==> src/sv/rmq_pkg.sv <==
package rmq_pkg;

  // Element format: signed Q2.14 in 16 bits.
  localparam int unsigned ElemW  = 16;
  localparam int unsigned FracB  = 14;
  // Off-diagonal sums and differences need one more bit.
  localparam int unsigned DiffW  = ElemW + 1;
  // Wide signed width for the trace and the root argument.
  localparam int unsigned ArgW   = ElemW + 4;
  // The clamped root argument stays below 2^17.
  localparam int unsigned ArgUW  = 17;
  // Radicand is the argument shifted by FracB-2, padded to an even width.
  localparam int unsigned RadW   = 30;
  localparam int unsigned RootW  = RadW / 2;
  localparam int unsigned RemW   = RootW + 2;
  // Divider: denominator is 4*root, quotient never reaches 2^24.
  localparam int unsigned DenW   = RootW + 2;
  localparam int unsigned NumW   = 32;
  localparam int unsigned QuotW  = 24;
  localparam int unsigned DRemW  = DenW + 1;
  localparam int unsigned Lanes  = 3;

  // Which quaternion part carries the square root.
  localparam logic [1:0] SEL_W = 2'd0;
  localparam logic [1:0] SEL_X = 2'd1;
  localparam logic [1:0] SEL_Y = 2'd2;
  localparam logic [1:0] SEL_Z = 2'd3;

  typedef struct packed {
    logic signed [ElemW-1:0] m00;
    logic signed [ElemW-1:0] m01;
    logic signed [ElemW-1:0] m02;
    logic signed [ElemW-1:0] m10;
    logic signed [ElemW-1:0] m11;
    logic signed [ElemW-1:0] m12;
    logic signed [ElemW-1:0] m20;
    logic signed [ElemW-1:0] m21;
    logic signed [ElemW-1:0] m22;
  } in_word_t;

  typedef struct packed {
    logic signed [ElemW-1:0] quat_w;
    logic signed [ElemW-1:0] quat_x;
    logic signed [ElemW-1:0] quat_y;
    logic signed [ElemW-1:0] quat_z;
  } out_word_t;

  // Data that rides along the square root pipeline.
  typedef struct packed {
    logic [1:0]                   sel;
    logic [Lanes-1:0][DiffW-1:0]  d;
  } side_t;

  // Divider results handed to the output stage.
  typedef struct packed {
    logic [1:0]                   sel;
    logic [RootW-1:0]             root;
    logic [Lanes-1:0]             neg;
    logic [Lanes-1:0][QuotW-1:0]  quot;
  } div_res_t;

endpackage

==> src/sv/rmq_sqrt.sv <==
module rmq_sqrt (
  input  logic                      clk_i,
  input  logic                      rst_ni,
  input  logic                      en_i,
  input  logic                      valid_i,
  input  logic [rmq_pkg::RadW-1:0]  rad_i,
  input  rmq_pkg::side_t            side_i,
  output logic                      valid_o,
  output logic [rmq_pkg::RootW-1:0] root_o,
  output rmq_pkg::side_t            side_o
);

  localparam int unsigned N = rmq_pkg::RootW;

  typedef struct packed {
    logic [rmq_pkg::RadW-1:0]  rad;
    logic [rmq_pkg::RemW-1:0]  rem;
    logic [rmq_pkg::RootW-1:0] root;
    rmq_pkg::side_t            side;
  } sq_stage_t;

  sq_stage_t      st [N+1];
  logic [N:0]     vld;

  assign st[0].rad  = rad_i;
  assign st[0].rem  = '0;
  assign st[0].root = '0;
  assign st[0].side = side_i;
  assign vld[0]     = valid_i;

  // One result bit per stage, digit-by-digit square root.
  for (genvar s = 0; s < N; s++) begin : g_stage
    sq_stage_t nxt;
    logic [rmq_pkg::RemW-1:0] rem_sh, trial;
    always_comb begin
      rem_sh = {st[s].rem[rmq_pkg::RemW-3:0], st[s].rad[rmq_pkg::RadW-1 -: 2]};
      trial  = {st[s].root, 2'b01};
      nxt.rad  = {st[s].rad[rmq_pkg::RadW-3:0], 2'b00};
      nxt.side = st[s].side;
      if (rem_sh >= trial) begin
        nxt.rem  = rem_sh - trial;
        nxt.root = {st[s].root[N-2:0], 1'b1};
      end else begin
        nxt.rem  = rem_sh;
        nxt.root = {st[s].root[N-2:0], 1'b0};
      end
    end

    always_ff @(posedge clk_i or negedge rst_ni) begin
      if (!rst_ni) begin
        vld[s+1] <= 1'b0;
      end else if (en_i) begin
        vld[s+1] <= vld[s];
      end
    end

    always_ff @(posedge clk_i) begin
      if (en_i) begin
        st[s+1] <= nxt;
      end
    end
  end

  assign valid_o = vld[N];
  assign root_o  = st[N].root;
  assign side_o  = st[N].side;

endmodule

==> config.mk <==
export PLATFORM = sky130hd
export DESIGN_NAME = rmq_sqrt
export DESIGN_NICKNAME = d
export VERILOG_FILES = /design/src/sv/rmq_pkg.sv /design/src/sv/rmq_sqrt.sv
export SDC_FILE = /design/constraint.sdc
export NUM_CORES = 1
export LEC_CHECK = 0
export BUFFER_PORTS_ARGS = -buffer_cell sky130_fd_sc_hd__buf_2
export CAP_MARGIN = 15
export CELL_PAD_IN_SITES_DETAIL_PLACEMENT = 1
export CELL_PAD_IN_SITES_GLOBAL_PLACEMENT = 2
export CORE_MARGIN = 1.5
export CORE_UTILIZATION = 51
export CTS_CLUSTER_DIAMETER = 40
export DETAILED_ROUTE_END_ITERATION = 10
export PLACE_DENSITY_LB_ADDON = 0.3
export SLEW_MARGIN = 20
export SYNTH_ARGS = -nofsm -noshare
export SYNTH_HDL_FRONTEND = slang
export SYNTH_SLANG_ARGS = --single-unit
==> constraint.sdc <==
create_clock -name clk_i -period 5.6 [get_ports clk_i]
set_input_delay 0.28 -clock clk_i [delete_from_list [all_inputs] [get_ports clk_i]]
set_output_delay 0.28 -clock clk_i [all_outputs]
set_load 0.01 [all_outputs]
---- Yosys cells after proc, flatten, opt, wreduce, memory -nomap -nowiden ----
Cells that the tools add are included.
word-level totals
  register bits after elaboration ......... 1,443
  bits in latches ......................... 0
  memory bits (writable) .................. 0
  memory bits (read-only) ................. 0
  bits of input ports ..................... 87
  output and inout port bits .............. 69
  logic and storage cells ................. 163
  memories ................................ 0
operators by class
  $add $sub $neg .......................... 14
  multiply operators ...................... 0
  div/mod/pow operators ................... 0
  $lt $le $gt $ge ......................... 15
  equality and inequality tests ........... 0
  shifts and indexed selects .............. 0
  multiplexer cells ....................... 15
  bitwise operators ....................... 0
  reduce and logical (&&, ||, !) cells .... 0
operator list
  operator               number
  $mux W30               13
  $ge A17 B17 Y1         14
  $sub A15 B15 Y15       13
  $mux W17               1
  $sub A2 B1 Y3 const B  1
  $ge A2 B1 Y1 const B   1
  $mux W1                1

---- Depth between registers and ports, before layout ----
  depth in word-level cells ............... 2
  gate-level depth with buffers ........... 11
  mapped depth without buffers ............ 8

---- Least setup slack after synthesis ----
Ideal clock, no wire load.
  path type ............................... reg-to-reg
  start ................................... register st, in the netlist g_stage[13].trial[13]
  end ..................................... register st, in the netlist g_stage[14].rem_sh[11] (data pin)
  library setup time ...................... 260 ps
  data arrival time ....................... 2,200 ps
  required time ........................... 5,340 ps
  setup slack ............................. 3,140 ps
  stages on the path, launching flop included .. 12
  path buffers ............................ 3
  clock period less this slack ............ 2,460 ps
  cell sequence ........................... edfxtp_1 inv_1 ha_1 clkbuf_1 and4_1 nand2_1 nor3_1 nor4_1 o221a_2 buf_2 buf_4 mux2_2
RTL lines
  item                             RTL line        RTL
  start, declared                  rmq_sqrt.sv:22  sq_stage_t st [N+1];
  start signal, assigned by index  rmq_sqrt.sv:59  st[s+1] <= nxt;

==> metrics <==
top cell type's share of synthesized area=81.30%; Final Skew=0.04114 ns; post-layout util=60.72%; Routed Antenna Nets=0; FP Rows=113; pin count of the biggest net entering global routing=182; Routed WL per cell=19.96 um; number of port buffers=155; Net Sw Frac=23.50%; leakage power=0.02108 uW; Critical Path AT=3.80 ns; grt total ovfl=0; PD cells=433.2 nW/um2; Cells after Synth=2647; Fillers=8181; Syn Area/Cell=18.42 um2; CP required=6.09 ns; Critical Path End Type=flop; max incr delay on CP=0.72 ns; overall die height=312.2 um; Boundary Pins=156; Setup-failing EPs final=0; Worst R2R Path Depth=6; Num CTS Buffers=168; area of placed instances=51150 um2; Syn. warnings=0; Synth async-reset ratio=1.124%; Synth area leaders=edfxtp_1 81%, ha_1 3.4%, inv_1 1.3%; most numerous cell in the Yosys netlist=edfxtp_1; Initial DRT Pass Iterations=5; Synth top cells by count=1320 x edfxtp_1, 166 x inv_1, 134 x ha_1; Post-Synth XOR/XNOR Area=2.299%; max_slew headroom=32.08%; H-Tree Depth=4; ratio of cells with drive above 1 in the final layout=15.69%; Max VDD drop=0.3902 mV; Starting Density=51.39%; Synth Area in Adders=3.439%; WL final=88750 um; synthesized cell area=48760 um2; Reg2Reg Launch Point=g_stage[11].rem_sh[2]$_DFFE_PP_; Clock Sinks=1335; Core Area=94870 um2; sequential area share after synthesis=82.07%; GRT Total Usage=18.51%; Worst Tran Pin Value=1.019 ns; routed vias/inst=5.212; CP max stage cell=a2111oi_0; crit-path max FO=24; number of synthesized register bits=1335; clock network fraction of total power=42.5%; post-detail-place hpwl=50190 um; die footprint=97470 um2; initial antenna violation count=4; Nets=3262; syn nets=2868; vias in the first global route=25.22k; hold_ws=0.03985 ns; Skew-Pair Late Insertion Delay=0.78 ns; Hold WC Path Type=input pin to flop; top_reg_cell synth=edfxtp_1; global-route wire length before repair=139000 um; mux contribution to synthesized area=1.237%; Yosys cell types=83; Critical Path Start Type=flop; Gate power share=7.9%; fin crit share=59.03%; sw power=5864 uW; Final Wtd Congestion=0.8568; Final TNS setup=0 ns; maximum clock path buffer count=3; chip width=312.2 um; largest family of logic cells by synthesized area=simple AND/OR/NAND/NOR gates; Simple-Gate Fraction of Synth Area=4.722%; status=complete, no violations; Hold Path Origin=en_i; root buffer cell=clkbuf_16; post-layout min period=3.305 ns; hold violation count in the final report=0; Fmax achieved=302.5 MHz; Synth area leader=edfxtp_1; fin. max-slew vios=0; routed via count=23.17k; final instance area=57600 um2; Hold Path Stages=1; CTS tree=built; crit-path cells=ha_1 -> o21ai_0 -> a2111oi_0 -> a211o_1 -> a211o_1 -> mux2_2; Synth Area in Compound Gates=4.614%; maxcap violations=0; postcts setup bufs=0; RSZ-0062 raised after global routing=false; Post-synth EDFFs=1320; DRC=0; 1st-iter DRT viols=1297; Sequential Power Share=49.6%; critical path class=flop to flop; Reg clk slew, reported paths=0.07 ns; internal power=19090 uW; Layout area overhead=18.14%; Design Power=24950 uW; beginning of the critical path=g_stage[11].rem_sh[2]$_DFFE_PP_; CP dominant cell by count=a211o_1
## critical path, delay by kind of cell (launching register included)
kind            cells  cell delay (ns)
flops               1             0.39
compound gates      4             1.88
fa+ha+maj           1             0.35
mux                 1             0.42
## through the flow
step           setup WS, ns  std cells
3_5_place_dp          2.368       4049
6_report              2.295       4446
2_1_floorplan         3.140       2647
5_1_grt               2.023       4446
4_1_cts               2.328       4445
3_3_place_gp          2.439       4049
## cells in the final DEF, fill, tap and decap left out, drive strengths merged, types with 67 or more instances in the layout
| cell type | count |
|---|---|
| clkinv | 67 |
| o21ai | 89 |
| clkbuf | 194 |
| inv | 187 |
| dlygate4sd3 | 87 |
| nor2 | 108 |
| buf | 168 |
| a21oi | 97 |
| xnor2 | 69 |
| nand2 | 93 |
| edfxtp | 1320 |
| ha | 134 |
## final timing paths
kind	to	slack, ns
max	g_stage[12].rem_sh[8]$_DFFE_PP_	2.29
max reg2reg	g_stage[12].rem_sh[8]$_DFFE_PP_	2.29
min	g_stage[7].nxt[39]$_DFFE_PP_	0.04
min in group asynchronous	vld[7]$_DFFE_PN0P_	0.66
max in group asynchronous	vld[1]$_DFFE_PN0P_	4.51
min reg2reg	g_stage[13].nxt[24]$_DFFE_PP_	0.40
## routing by layer
layer  routed length (um)  track usage, %
met5                    0               0
met4                 2507           7.425
met3                 3387           3.570
met2                47420           33.51
met1                35440           21.62
## power by group through the flow
stage	combinational, uW	sequential [uW]	clock [uW]
final	1970	12400	10600
after global routing	2200	12500	11200
after CTS	1980	12400	10700
after detailed placement	1910	12600	0
after global placement	1820	12500	0
after floorplan	1290	12400	0
## registers in the layout (all words and copies together), names as in the netlist
register	flops
g_stage.nxt	924
g_stage.rem_sh	223
g_stage.trial	105
side_o	53
root_o	15
vld	14
valid_o	1
## cells by family after synthesis
family,count (synthesis)
simple gates,446
xor+xnor,128
other cells,1
mux,55
buf+inv,199
compound gates,349
flops,1335
fa+ha+maj,134
## area by class of cell
cell class / count / area (um2) / area share [%]
antenna: 1 / 2.502 / 0.004344
clock buffer: 194 / 4333 / 7.522
inverter: 168 / 630.6 / 1.095
multi-input combinational: 1113 / 7963 / 13.82
tap: 1265 / 1583 / 2.748
clock inverter: 115 / 1242 / 2.157
timing repair buffer: 255 / 1834 / 3.184
sequential: 1335 / 40010 / 69.47
## what timing repair did
action / CTS / global route
endpoints found under the hold margin: 100 / 0
hold buffers: 87 / 0
resized for setup: 0 / 0
Power figures use the tool's default switching activity.
