$ cat src/sv/rmq_pkg.sv
package rmq_pkg;

  // Element format: signed Q2.14 in 16 bits.
  localparam int unsigned ElemW  = 16;
  localparam int unsigned FracB  = 14;
  // Off-diagonal sums and differences need one more bit.
  localparam int unsigned DiffW  = ElemW + 1;
  // Wide signed width for the trace and the root argument.
  localparam int unsigned ArgW   = ElemW + 4;
  // The clamped root argument stays below 2^17.
  localparam int unsigned ArgUW  = 17;
  // Radicand is the argument shifted by FracB-2, padded to an even width.
  localparam int unsigned RadW   = 30;
  localparam int unsigned RootW  = RadW / 2;
  localparam int unsigned RemW   = RootW + 2;
  // Divider: denominator is 4*root, quotient never reaches 2^24.
  localparam int unsigned DenW   = RootW + 2;
  localparam int unsigned NumW   = 32;
  localparam int unsigned QuotW  = 24;
  localparam int unsigned DRemW  = DenW + 1;
  localparam int unsigned Lanes  = 3;

  // Which quaternion part carries the square root.
  localparam logic [1:0] SEL_W = 2'd0;
  localparam logic [1:0] SEL_X = 2'd1;
  localparam logic [1:0] SEL_Y = 2'd2;
  localparam logic [1:0] SEL_Z = 2'd3;

  typedef struct packed {
    logic signed [ElemW-1:0] m00;
    logic signed [ElemW-1:0] m01;
    logic signed [ElemW-1:0] m02;
    logic signed [ElemW-1:0] m10;
    logic signed [ElemW-1:0] m11;
    logic signed [ElemW-1:0] m12;
    logic signed [ElemW-1:0] m20;
    logic signed [ElemW-1:0] m21;
    logic signed [ElemW-1:0] m22;
  } in_word_t;

  typedef struct packed {
    logic signed [ElemW-1:0] quat_w;
    logic signed [ElemW-1:0] quat_x;
    logic signed [ElemW-1:0] quat_y;
    logic signed [ElemW-1:0] quat_z;
  } out_word_t;

  // Data that rides along the square root pipeline.
  typedef struct packed {
    logic [1:0]                   sel;
    logic [Lanes-1:0][DiffW-1:0]  d;
  } side_t;

  // Divider results handed to the output stage.
  typedef struct packed {
    logic [1:0]                   sel;
    logic [RootW-1:0]             root;
    logic [Lanes-1:0]             neg;
    logic [Lanes-1:0][QuotW-1:0]  quot;
  } div_res_t;

endpackage

$ cat src/sv/rmq_div.sv
module rmq_div (
  input  logic                      clk_i,
  input  logic                      rst_ni,
  input  logic                      en_i,
  input  logic                      valid_i,
  input  logic [rmq_pkg::RootW-1:0] root_i,
  input  rmq_pkg::side_t            side_i,
  output logic                      valid_o,
  output rmq_pkg::div_res_t         res_o
);

  localparam int unsigned N  = rmq_pkg::QuotW;
  localparam int unsigned L  = rmq_pkg::Lanes;
  localparam int unsigned DW = rmq_pkg::DiffW;

  typedef struct packed {
    logic [rmq_pkg::DenW-1:0]                den;
    logic [L-1:0][rmq_pkg::DRemW-1:0]        rem;
    logic [L-1:0][N-1:0]                     num;
    logic [L-1:0][N-1:0]                     quot;
    logic [L-1:0]                            neg;
    logic [rmq_pkg::RootW-1:0]               root;
    logic [1:0]                              sel;
  } dv_stage_t;

  dv_stage_t   st [N+2];
  dv_stage_t   prep;
  logic [N+1:0] vld;

  // Prepare: magnitude, rounding offset and the top numerator bits.
  always_comb begin
    logic [DW-1:0]               mag;
    logic [rmq_pkg::NumW-1:0]    num;
    prep.den  = {root_i, 2'b00};
    prep.root = root_i;
    prep.sel  = side_i.sel;
    for (int l = 0; l < L; l++) begin
      prep.neg[l] = side_i.d[l][DW-1];
      mag = side_i.d[l][DW-1] ? (~side_i.d[l] + DW'(1)) : side_i.d[l];
      num = rmq_pkg::NumW'({mag, {rmq_pkg::FracB{1'b0}}}) +
            rmq_pkg::NumW'(prep.den >> 1);
      prep.rem[l]  = rmq_pkg::DRemW'(num[rmq_pkg::NumW-1:N]);
      prep.num[l]  = num[N-1:0];
      prep.quot[l] = '0;
    end
  end

  assign vld[0] = valid_i;
  assign st[0]  = prep;

  always_ff @(posedge clk_i or negedge rst_ni) begin
    if (!rst_ni) begin
      vld[1] <= 1'b0;
    end else if (en_i) begin
      vld[1] <= vld[0];
    end
  end

  always_ff @(posedge clk_i) begin
    if (en_i) begin
      st[1] <= st[0];
    end
  end

  // One quotient bit per stage for each of the three lanes.
  for (genvar s = 1; s <= N; s++) begin : g_stage
    dv_stage_t nxt;
    always_comb begin
      logic [rmq_pkg::DRemW-1:0] rem_sh;
      nxt = st[s];
      for (int l = 0; l < L; l++) begin
        rem_sh = {st[s].rem[l][rmq_pkg::DRemW-2:0], st[s].num[l][N-1]};
        nxt.num[l] = {st[s].num[l][N-2:0], 1'b0};
        if (rem_sh >= {1'b0, st[s].den}) begin
          nxt.rem[l]  = rem_sh - {1'b0, st[s].den};
          nxt.quot[l] = {st[s].quot[l][N-2:0], 1'b1};
        end else begin
          nxt.rem[l]  = rem_sh;
          nxt.quot[l] = {st[s].quot[l][N-2:0], 1'b0};
        end
      end
    end

    always_ff @(posedge clk_i or negedge rst_ni) begin
      if (!rst_ni) begin
        vld[s+1] <= 1'b0;
      end else if (en_i) begin
        vld[s+1] <= vld[s];
      end
    end

    always_ff @(posedge clk_i) begin
      if (en_i) begin
        st[s+1] <= nxt;
      end
    end
  end

  assign valid_o       = vld[N+1];
  assign res_o.sel     = st[N+1].sel;
  assign res_o.root    = st[N+1].root;
  assign res_o.neg     = st[N+1].neg;
  assign res_o.quot    = st[N+1].quot;

endmodule

$ cat config.mk
export PLATFORM = sky130hd
export DESIGN_NAME = rmq_div
export DESIGN_NICKNAME = d
export VERILOG_FILES = /design/src/sv/rmq_pkg.sv /design/src/sv/rmq_div.sv
export SDC_FILE = /design/constraint.sdc
export NUM_CORES = 2
export LEC_CHECK = 0
export BUFFER_PORTS_ARGS = -buffer_cell sky130_fd_sc_hd__buf_2
export CORE_AREA = 2 2 603 605
export CTS_CLUSTER_SIZE = 8
export DETAILED_ROUTE_END_ITERATION = 10
export DIE_AREA = 0 0 605 607
export PLACE_DENSITY = 0.53
export SETUP_SLACK_MARGIN = 0.5
export SLEW_MARGIN = 30
export SYNTH_ARGS = -nofsm -noshare
export SYNTH_HDL_FRONTEND = slang
export SYNTH_SLANG_ARGS = --single-unit
$ cat constraint.sdc
create_clock -name clk_i -period 4.25 [get_ports clk_i]
set_input_delay 0.2125 -clock clk_i [delete_from_list [all_inputs] [get_ports clk_i]]
set_output_delay 0.2125 -clock clk_i [all_outputs]
set_load 0.02 [all_outputs]
; Word-level counts from Yosys, hierarchy flattened
; Index checks and enable logic that the tools add are counted.
[op_classes]
addsub = 75
order_cmp = 72
n_mux = 144
n_bitwise = 3
[op_table]
columns = op, n
row1 = $ge A18 B17 Y1, 69
row2 = $mux W17, 69
row3 = $sub A17 B17 Y17, 66
row4 = $add A31 B16 Y32, 3
row5 = $mux W1, 72
row6 = $add A17 B1 Y17 const B, 3
row7 = $ge A9 B17 Y1, 3
row8 = $not A17 Y17, 3
row9 = $sub A9 B17 Y17, 3
row10 = $mux W9, 3
[word_totals]
reg_bits = 3522
input_bits = 72
out_inout_bits = 93
elab_cells = 613

; Logic depth before layout (Yosys ltp)
[depth]
word_depth = 4
depth_mapped = 13

; Worst setup path after synthesis
; Ideal clock, no wire load.
[synth_path]
path_kind = reg-to-reg
startpoint = register st[2985] in the netlist's numbering
endpoint = register st[2758] in the netlist's numbering, data pin
setup_time_ns = 0.260
arrival_ns = 3.329
setup_slack_ns = 0.661
path_stages_with_launch = 13
path_buffers = 1
synth_period_minus_slack_ns = 3.589
path_cell_list = edfxtp_1 -> inv_1 -> ha_1 -> inv_1 -> fa_1 -> a21o_1 -> a21oi_1 -> o21ai_0 -> a311oi_1 -> o211ai_1 -> o21bai_1 -> buf_2 -> mux2_2
[synth_lines]
columns = element, line
row1 = start: declaration, rmq_div.sv:26  ; dv_stage_t st [N+2];
row2 = start signal: indexed assignment, rmq_div.sv:94  ; st[s+1] <= nxt;

==> impl_metrics.csv <==
group,metric,value,unit
drt,postRouteAntennaNets,0,
sta,slew_headroom,32.5,%
clock_network,clk_path_buf_depth,4,
final_layout,final_core_util,45.2,%
synthesis,syn-cell-area,144000,sq um
grt,gr-total-overflow,0,
power_and_ir_drop,fin_total_pwr,122,mW
sta,rsz0062_at_grt,"false",
drt,drcViolationCount,0,
place,finalWeightedCongestion,0.923,
clock_network,cts_root_buf,"clkbuf_16",
place,port_buffers,164,
worst_setup_path,crit_chain,"inv_2, ha_1, inv_1, fa_1, a21oi_2, o211ai_1, a311oi_1, nor3_1, o311a_1, o32ai_2, buf_4, mux2_2",
drt,drtIter0Drc,6731,
worst_setup_path,cp-end-kind,"register",
synthesis,yosys_most_used_dff,"edfxtp_1",
synthesis,synth-async-reset-ratio,0.922,%
clock_network,clock-sinks,2712,
final_layout,layout.nets,13200,
synthesis,synth-seq-area-share,56.5,%
drt,dr_total_vias,93300,
place,dp.cells,16300,
grt,grt.total_usage,20.9,%
die,io_pins,165,
drt,via_per_inst,5.52,
job,maxCapViolCount,0,
worst_setup_path,critPathMaxStageDelay,0.44,ns
power_and_ir_drop,p_leak,62.2,nW
sta,finalMaxSlewViolations,0,
die,die_w,605,um
die,die_y,607,um
die,core_region_area,361000,sq um
sta,period_share,84.7,%
final_layout,final_cell_mix,"edfxtp_1 (2687), ha_1 (1039), a21oi_1 (704), nor2_1 (644), o21ai_0 (639)",
clock_network,cts_tree,"done",
power_and_ir_drop,ir_worst_vdd,0.360,mV
synthesis,synth_seq_cells,2712,
worst_setup_path,crit_type,"reg -> reg",
final_layout,area_growth,13.3,%
grt,antenna_found_initial,15,
drt,wirelength,392,mm
synthesis,avgSynthCellArea,12.6,sq um
grt,grt_pass1_wl,582,mm
final_layout,final_common_cell,"edfxtp_1",
drt,dr.pass1.iters,8,
final_layout,stdcell_count,16900,
synthesis,synth_edf_count,2687,
clock_network,cts_max_level,5,
clock_network,cts_made_buffers,382,
worst_setup_path,crit_arrival,4.27,ns
worst_setup_path,crit_family,"compound AO/OA/AOI/OAI gates",
sta,setup_tns,0,ns
place,dpl.hpwl,298,mm
worst_setup_path,slowest_stage,"fa_1",
synthesis,yosys_warnings,0,
clock_network,clk_pin_slew,0.05,ns
sta,period_minus_slack,3.60,ns
worst_setup_path,start_kind,"register",
sta,finalHoldViolCount,0,
place,dpl-instance-area,151000,sq um
outcome,status,"finished, final reports clean",
final_layout,stdcell_area,163000,sq um
die,die-area,367000,sq um
worst_hold_path,min_path_type,"in -> reg",
synthesis,yosysUniqueCellTypes,84,
grt,grt_start_max_net_pins,165,
final_layout,final_layout_size_suffix_gt1_share,12.5,%
sta,fmax,0.278,GHz
grt,grt_pass1_vias,93900,
synthesis,syn_inst,11500,
worst_setup_path,required,4.92,ns
worst_setup_path,path_buf_inv,3,
power_and_ir_drop,power_density,748,nW/um^2
die,fp-row-count,221,
clock_network,worst_skew_pair.late_latency,0.98,ns
sta,finalClockSkew,0.0934,ns
sta,tightest_slew,1.01,ns
worst_setup_path,cp_max_fo,11,
die,start_util,39.9,%
drt,wire_per_inst,23.2,um
sta,setup_viol,0,
[cell families (layout without fill, tap and decap cells)]
| logic type | after synthesis | after routing | share of synthesized area (%) |
|---|---|---|---|
| AND/OR/NAND/NOR | 2562 | 2562 | 8.86 |
| flip-flops | 2712 | 2712 | 56.5 |
| AO/OA/AOI/OAI | 2731 | 2731 | 12.2 |
| adder cells (fa/ha/maj) | 1112 | 1112 | 10.0 |
| multiplexers | 699 | 699 | 5.38 |
| XOR/XNOR | 725 | 725 | 4.41 |
| buffers and inverters | 909 | 1553 | 2.63 |
| other | 1 | 13 | 0.00260 |
[state kept, by name, summed over array words and instances (netlist names)]
register           flops
vld                   24
g_stage.$4.rem_sh    384
st                  1621
res_o                 92
valid_o                1
g_stage.nxt          590
[metal layers]
layer	GRT usage, %	wire [um]
met1	26.5	169000
met5	0	0
met2	35.9	190000
met4	8.80	17500
met3	2.65	16000
[power breakdown]
part	internal, mW	switching, mW	leakage, nW
Sequential	39.2	5.43	26.6
Clock	16.1	11.2	5.03
Combinational	22.8	27.2	30.6
Total	78.1	43.8	62.2
[synthesized netlist by cell type, drive strengths merged, types with 24 or more instances]
master	number	area share, %
o21ai	651	2.3
nor3b	24	0.13
a31o	31	0.19
nor4	67	0.29
a21o	282	1.5
o31ai	117	0.61
and3	63	0.27
nor2b	203	0.88
nand3b	51	0.27
clkbuf	160	0.42
a31oi	85	0.37
dfrtp	25	0.43
and2	31	0.13
xor2	276	1.7
o41ai	29	0.18
a221oi	25	0.16
fa	72	1.0
a21boi	41	0.21
xnor2	449	2.7
ha	1040	9.0
nor3	197	0.68
buf	125	0.58
o21bai	70	0.37
nor2	644	1.7
inv	624	1.6
a211oi	102	0.53
or2	54	0.24
nand2b	134	0.58
a311oi	24	0.15
nand3	182	0.63
a21oi	710	2.5
o211ai	58	0.30
or3	63	0.27
o21a	201	1.0
nand2	634	1.7
mux2	596	4.7
o31a	53	0.32
nand4	105	0.46
mux2i	103	0.72
a211o	34	0.21
o2111ai	30	0.18
edfxtp	2687	56
or4	27	0.14
[worst register-to-register path, stage by stage, from the launching register on]
cell	delay, ns
edfxtp_1	0.42
inv_2	0.17
ha_1	0.25
inv_1	0.13
fa_1	0.44
a21oi_2	0.19
o211ai_1	0.16
a311oi_1	0.31
nor3_1	0.14
o311a_1	0.36
o32ai_2	0.16
buf_4	0.27
mux2_2	0.37
[layout make-up]
class | count | area, sq um
clock buffer | 428 | 9820
multi-input combinational | 7832 | 59200
sequential | 2712 | 81300
clock inverter | 28 | 538
fill | 32300 | 198000
inverter | 624 | 2340
tap | 4794 | 6000
timing repair buffer | 473 | 3790
antenna | 10 | 25.0
[per-stage QoR]
step / hold WS (ns) / setup WS, ns
global route: 0.0575 / 0.461
floorplan: -0.0831 / 0.661
finish: 0.0847 / 0.651
detailed placement: 0.227 / 0.455
global placement: 0.211 / 0.546
CTS: 0.00571 / 0.500
[path summary, 6_finish.rpt]
| path | from | end | slack [ns] | cells after the start |
|---|---|---|---|---|
| max | st[635]$_DFFE_PP_ | g_stage[24].$4.rem_sh[8]$_DFFE_PP_ | 0.65 | 12 |
| min | side_i[34] | g_stage[1].nxt[160]$_DFFE_PP_ | 0.08 | 5 |
| max reg2reg | st[635]$_DFFE_PP_ | g_stage[24].$4.rem_sh[8]$_DFFE_PP_ | 0.65 | 12 |
| min reg2reg | st[4509]$_DFFE_PP_ | st[4275]$_DFFE_PP_ | 0.38 | 0 |
| max in group asynchronous | rst_ni | vld[4]$_DFFE_PN0P_ | 3.75 | 4 |
| min in group asynchronous | rst_ni | vld[24]$_DFFE_PN0P_ | 0.34 | 4 |
[repair_timing]
item	CTS	global route
cloned	0	0
hold buffers	134	0
hold endpoints to repair	267	0
gates resized for setup	5	37
endpoints found under the setup margin	43	205
pin swaps	1	4
setup buffers	0	4
Note: power is estimated with default switching activity, not from simulation.
